`src/rtl/core/pid_tilt_motor_controller_defines.svh`:
```
// Assertion helpers for the controller top level.
`ifndef PID_TILT_MOTOR_CONTROLLER_DEFINES_SVH
`define PID_TILT_MOTOR_CONTROLLER_DEFINES_SVH

// Same-cycle implication, checked outside reset.
`define PIDT_ASSERT_NOW(name, ante, cons, msg) \
  name: assert property (@(posedge clk) disable iff (!rst_n) (ante) |-> (cons)) \
    else $error(msg);

// Next-cycle implication, checked outside reset.
`define PIDT_ASSERT_NEXT(name, ante, cons, msg) \
  name: assert property (@(posedge clk) disable iff (!rst_n) (ante) |=> (cons)) \
    else $error(msg);

`endif

```
`src/rtl/core/pidt_pkg.sv`:
```
package pidt_pkg;

  typedef struct packed {
    logic signed [15:0] angle;
    logic [15:0]        sample_period;
  } in_t;

  typedef struct packed {
    logic signed [15:0] control_value;
    logic [1:0]         motor_command;
    logic [14:0]        duty_percent;
    logic               tilt_fault;
  } out_t;

  // Register indexes on the config port
  localparam logic [2:0] REG_TARGET  = 3'd0;
  localparam logic [2:0] REG_GAIN_P  = 3'd1;
  localparam logic [2:0] REG_GAIN_I  = 3'd2;
  localparam logic [2:0] REG_GAIN_D  = 3'd3;
  localparam logic [2:0] REG_TAU     = 3'd4;
  localparam logic [2:0] REG_OUT_MAX = 3'd5;
  localparam logic [2:0] REG_OUT_MIN = 3'd6;
  localparam logic [2:0] REG_TILT    = 3'd7;

  localparam logic [1:0] MOTOR_STOP = 2'd0;
  localparam logic [1:0] MOTOR_FWD  = 2'd1;
  localparam logic [1:0] MOTOR_BWD  = 2'd2;

  localparam logic [14:0] DUTY_BASE = 15'd6400;
  localparam logic [14:0] DUTY_MAX  = 15'd25600;

  typedef enum logic [3:0] {
    CMD_IDLE, CMD_LOAD, CMD_MUL, CMD_INC, CMD_INT, CMD_DIV1, CMD_REST,
    CMD_DIV2, CMD_DUPD, CMD_DMUL, CMD_SUM, CMD_OUT
  } cmd_t;

  typedef enum logic [3:0] {
    ST_IDLE, ST_MUL, ST_INC, ST_INT, ST_DIV1, ST_WAIT1, ST_REST,
    ST_DIV2, ST_WAIT2, ST_DUPD, ST_DMUL, ST_SUM, ST_OUT
  } st_t;

  typedef struct packed {
    logic den_zero;
    logic div_done;
    logic out_free;
  } stat_t;

endpackage

```
`src/rtl/core/pidt_ctrl.sv`:
```
// Sequencer for one PID update.
module pidt_ctrl import pidt_pkg::*; (
  input  logic  clk,
  input  logic  rst_n,
  input  logic  in_valid,
  output logic  in_stall,
  output cmd_t  cmd,
  input  stat_t status
);

  st_t state_r, state_nxt;

  always_ff @(posedge clk) begin
    if (!rst_n) state_r <= ST_IDLE;
    else state_r <= state_nxt;
  end

  always_comb begin
    state_nxt = state_r;
    case (state_r)
      ST_IDLE:  if (in_valid) state_nxt = ST_MUL;
      ST_MUL:   state_nxt = ST_INC;
      ST_INC:   state_nxt = ST_INT;
      ST_INT:   state_nxt = status.den_zero ? ST_DUPD : ST_DIV1;
      ST_DIV1:  state_nxt = ST_WAIT1;
      ST_WAIT1: if (status.div_done) state_nxt = ST_REST;
      ST_REST:  state_nxt = ST_DIV2;
      ST_DIV2:  state_nxt = ST_WAIT2;
      ST_WAIT2: if (status.div_done) state_nxt = ST_DUPD;
      ST_DUPD:  state_nxt = ST_DMUL;
      ST_DMUL:  state_nxt = ST_SUM;
      ST_SUM:   state_nxt = ST_OUT;
      ST_OUT:   if (status.out_free) state_nxt = ST_IDLE;
      default:  state_nxt = ST_IDLE;
    endcase
  end

  always_comb begin
    cmd      = CMD_IDLE;
    in_stall = 1'b1;
    case (state_r)
      ST_IDLE: begin
        in_stall = 1'b0;
        if (in_valid) cmd = CMD_LOAD;
      end
      ST_MUL:  cmd = CMD_MUL;
      ST_INC:  cmd = CMD_INC;
      ST_INT:  cmd = CMD_INT;
      ST_DIV1: cmd = CMD_DIV1;
      ST_REST: cmd = CMD_REST;
      ST_DIV2: cmd = CMD_DIV2;
      ST_DUPD: cmd = CMD_DUPD;
      ST_DMUL: cmd = CMD_DMUL;
      ST_SUM:  cmd = CMD_SUM;
      ST_OUT:  if (status.out_free) cmd = CMD_OUT;
      default: cmd = CMD_IDLE;
    endcase
  end

endmodule

```
`config.mk`:
```
export PLATFORM = sky130hd
export DESIGN_NAME = pidt_ctrl
export DESIGN_NICKNAME = d
export VERILOG_FILES = /design/src/rtl/core/pid_tilt_motor_controller_defines.svh /design/src/rtl/core/pidt_pkg.sv /design/src/rtl/core/pidt_ctrl.sv
export SDC_FILE = /design/constraint.sdc
export NUM_CORES = 1
export LEC_CHECK = 0
export BUFFER_PORTS_ARGS = -buffer_cell sky130_fd_sc_hd__buf_4
export CAP_MARGIN = 5
export CORE_AREA = 3 3 40 42
export DETAILED_ROUTE_END_ITERATION = 12
export DIE_AREA = 0 0 43 45
export PLACE_DENSITY_LB_ADDON = 0.1
export SETUP_SLACK_MARGIN = 0.15
export SLEW_MARGIN = 20
export SYNTH_ARGS = -nofsm -noshare
export SYNTH_HDL_FRONTEND = slang
export SYNTH_SLANG_ARGS = --single-unit
```
`constraint.sdc`:
```
create_clock -name clk -period 1.4 [get_ports clk]
set_clock_uncertainty 0.15 [all_clocks]
set_input_delay 0.28 -clock clk [delete_from_list [all_inputs] [get_ports clk]]
set_output_delay 0.28 -clock clk [all_outputs]
set_load 0.02 [all_outputs]
```
### Yosys cells after proc, flatten, opt, wreduce, memory -nomap -nowiden

Index checks and enable logic that the tools add are counted.

| word-level totals | value |
|---|---|
| bits in registers | 4 |
| word-level logic and storage cells | 29 |

| operators by class | value |
|---|---|
| equal/unequal tests | 16 |
| mux-type cells | 10 |
| reductions and logical operators | 2 |

Operators by type and width:

| kind | count |
|---|---|
| one-hot mux 4 bit (13 select lines) | 1 |
| one-hot mux 4 bit (11 select lines) | 1 |
| 2-to-1 mux 4 bit | 6 |
| == test 4 bit (second input constant) | 5 |
| == test 4 x 3 -> 1 bit (second input constant) | 4 |
| == test 4 x 2 -> 1 bit (second input constant) | 2 |
| != test 2 bit (second input constant) | 4 |
| == test 4 x 1 -> 1 bit (second input constant) | 1 |
| logical NOT 4 bit | 1 |
| AND reduction 4 bit | 1 |
| 2-to-1 mux 1 bit | 2 |

### Longest topological paths before layout

| logic depth | value |
|---|---|
| depth after elaboration | 3 |
| gate-level depth with buffers | 5 |
| depth with buffers taken out | 4 |

### Worst setup path before layout

Ideal clock, no wire load.

| timing | value |
|---|---|
| path type | flip-flop to output port |
| start point | reg state_r[3] |
| end point | out cmd[1] |
| data arrival time | 1.366 ns |
| required time | 0.970 ns |
| path slack | -0.396 ns |
| stages on the path, launching flop included | 3 |
| buffers on the path | 1 |
| cell sequence | dfxtp_1 -> buf_4 -> o311ai_0 |

| between the ends | value |
|---|---|
| cells in the longest elaborated chain, start to end | 2 |

RTL lines:

| what | RTL line | RTL |
|---|---|---|
| start, declared | pidt_ctrl.sv:11 | `st_t state_r, state_nxt;` |
| start signal, assigned | pidt_ctrl.sv:15 | `else state_r <= state_nxt;` |
| == test 4 bit, or another cell as far along | pidt_ctrl.sv:41 | `case (state_r)` |
| one-hot mux 4 bit (11 select lines) (*) | pidt_ctrl.sv:41 |  |
| end, declared | pidt_ctrl.sv:7 | `output cmd_t cmd,` |

Every way passes the cells marked *; elsewhere a longest branch is shown, timed or not.

### Worst setup path after layout

Same ends and word-level chain as after synthesis.

==> flow_summary.ini <==
[setup_path]
slowest_stage = dfxtp_4
worstPathRequired_ps = 970
worstSetupEndpointType = output port
worst-path-max-fanout = 6
cp_slowest_stage_delay_ps = 380
critical_path.startpoint_type = flop
crit_chain = and2b_4 -> nor3b_2 -> o21ai_2 -> o311ai_4 -> buf_6
crit_type = flop to output port
cp_data_arrival_time_ps = 1390

[timing]
rsz0062_at_grt = yes
timing.fmax_mhz = 550.2
maxSlewHeadroom_pct = 82.98
tightest_slew_ps = 251.8
slew_viol_final = 0
fin_ws_ps = -417.4
timing.hold.ws_ps = 155.2
finalHoldViolations = 0
setup_viol = 7
period_minus_slack_ps = 1817
fin_crit_sh_pct = 129.8
tns_ps = -1864

[layout]
drive_gt1_share_pct = 74.12
top_regs = state_r (4)
largest_reg_flops = 4
syn_to_final_growth_pct = 90.06
regMostFlops = state_r
fin_util_pct = 66.99
final_net_count = 93
num_antenna_cells = 0

[placement]
hpwlAfterDp_um = 949.9
place.gp.congestion = 0.7629
pre_cts_ws_ps = -181.0
port_buffers = 10

[worst_hold_path]
worstHoldPathType = input pin to flop

[cts]
clk_pin_slew_ps = 40
cts_buffers = 3
hold_buffers = 0
clock_latency_ps = 230
cts_tree = built
clock-sinks = 4
clockBufferDepth = 2
htree_levels = 1
root_buffer = clkbuf_4

[synthesis]
ys_seq_elements = 4
synthCells = 57
synthesis.area_sq_um = 452.9
syn_area_per_cell_sq_um = 7.946
synth.distinct_cells = 29
yosys_warnings = 0
synth_nets = 63
ys_seq_area_share_pct = 17.68

[floorplan]
start_util_pct = 35.25
ios = 11
die_w_um = 43
dieArea_sq_um = 1935
fp-row-count = 13
core_area_sq_um = 1285
die_h_um = 45

[power]
ir_drop_uv = 1289
leakagePower_nw = 0.3675
power_density_nw_per_um2 = 2482

[global_route]
grt_pass1_vias = 508
antenna_found_initial = 0
grt_max_degree = 11
grt_use_total_pct = 15.53
overflow = 0
grt_pass1_wl_um = 2242

[drt]
firstDrtPassIters = 4
wire_per_inst_um = 14.38
detail-route-antenna-nets = 0
drtIter0Drc = 8
vias_per_cell = 5.240
wl_um = 1438
vias = 524
drc = 0

[flow_run]
maxCapViolations = 0

[run_status]
status = finished, violations left
violations = setup timing
final cells by class:
class	instances	area, sq um
Clock buffer	3	22.52
Fill cell	113	424.2
Inverter	2	7.507
Multi-Input combinational cell	46	434.2
Sequential cell	4	95.09
Tap cell	15	18.77
Timing Repair Buffer	30	282.8
synthesized netlist by cell type:
cell type	number	area, sq um
o311ai_0	1	8.760
dfxtp_1	4	80.08
o21ai_0	3	15.01
or2b_2	1	8.760
and3b_2	1	10.01
and2b_2	1	8.760
nand2_1	3	11.26
nor2_1	6	22.52
a31oi_1	2	12.51
nor3b_1	2	15.01
o31a_1	1	8.760
a21o_2	2	17.52
nand2b_1	3	18.77
mux2_2	1	11.26
and3b_1	2	17.52
nand2_2	1	6.260
buf_6	3	33.78
and2b_4	1	10.01
buf_4	1	7.510
inv_1	2	7.510
a21oi_1	4	20.02
o22ai_1	1	6.260
nor2b_1	1	6.260
o311a_1	2	20.02
clkbuf_8	1	13.76
and4b_1	1	10.01
nor3_1	2	10.01
o21ai_2	2	17.52
nor4b_1	2	17.52
where the power goes:
part           internal, mW  switching (mW)  leakage [nW]  total (mW)
Clock                0.0957          0.0439        0.0138       0.140
Sequential            0.193           0.119        0.0356       0.312
Combinational         0.956           0.730         0.318        1.69
metrics by stage:
| step | std cells | area (sq um) | power, mW |
|---|---|---|---|
| floorplan | 57 | 544.3 | 1.211 |
| global placement | 93 | 711.9 | 1.636 |
| detailed placement | 93 | 711.9 | 1.640 |
| CTS | 100 | 843.3 | 2.088 |
| global route | 100 | 860.8 | 2.272 |
| finish | 100 | 860.8 | 2.137 |
what timing repair did:
| action | in CTS | in global routing |
|---|---|---|
| endpoints found under the hold margin | 0 | 0 |
| buffers inserted | 5 | 0 |
| pin swaps | 5 | 5 |
| cloned | 0 | 0 |
| setup endpoints to repair | 9 | 8 |
| resized for setup | 23 | 3 |
critical path: cells and delay by family (launching register included):
family	cells	cell delay, ps
DFF	1	380
and+or+nand+nor	2	420
buffers and inverters	1	150
AOI/OAI and AO/OA	2	200
layer usage:
metal  wire, um  track usage [%]
met1        650            18.66
met2        744            26.95
met3         43            2.789
met4          0            7.229
met5          0                0
worst paths after layout:
path	endpoint	start	slack, ps	cells after the start
max	cmd[1]	state_r[3]$_SDFFE_PN0P_	-420	5
min	state_r[3]$_SDFFE_PN0P_	rst_n	160	2
max reg2reg	state_r[0]$_SDFFE_PN0P_	state_r[3]$_SDFFE_PN0P_	-220	7
min reg2reg	state_r[1]$_SDFFE_PN0P_	state_r[2]$_SDFFE_PN0P_	620	3
cell families after synthesis:
group / count (synthesis) / share of synthesized area [%]
buffers and inverters: 7 / 13.81
multiplexers: 1 / 2.486
flip-flops: 4 / 17.68
AO/OA/AOI/OAI: 18 / 27.90
AND/OR/NAND/NOR: 27 / 38.12
cells in the final DEF (no fill, tap or decap), types with 2 or more instances in the layout:
cell type	synthesis	layout
nor2_4	0	2
buf_4	1	17
nand2_2	1	2
a21oi_1	4	2
buf_6	3	12
o21ai_2	2	4
clkbuf_4	0	3
nand2b_4	0	2
a21o_2	2	2
o311a_1	2	2
and3b_1	2	2
nand2_1	3	2
nor2_1	6	4
dfxtp_4	0	4
Note: power is estimated with default switching activity, not from simulation.
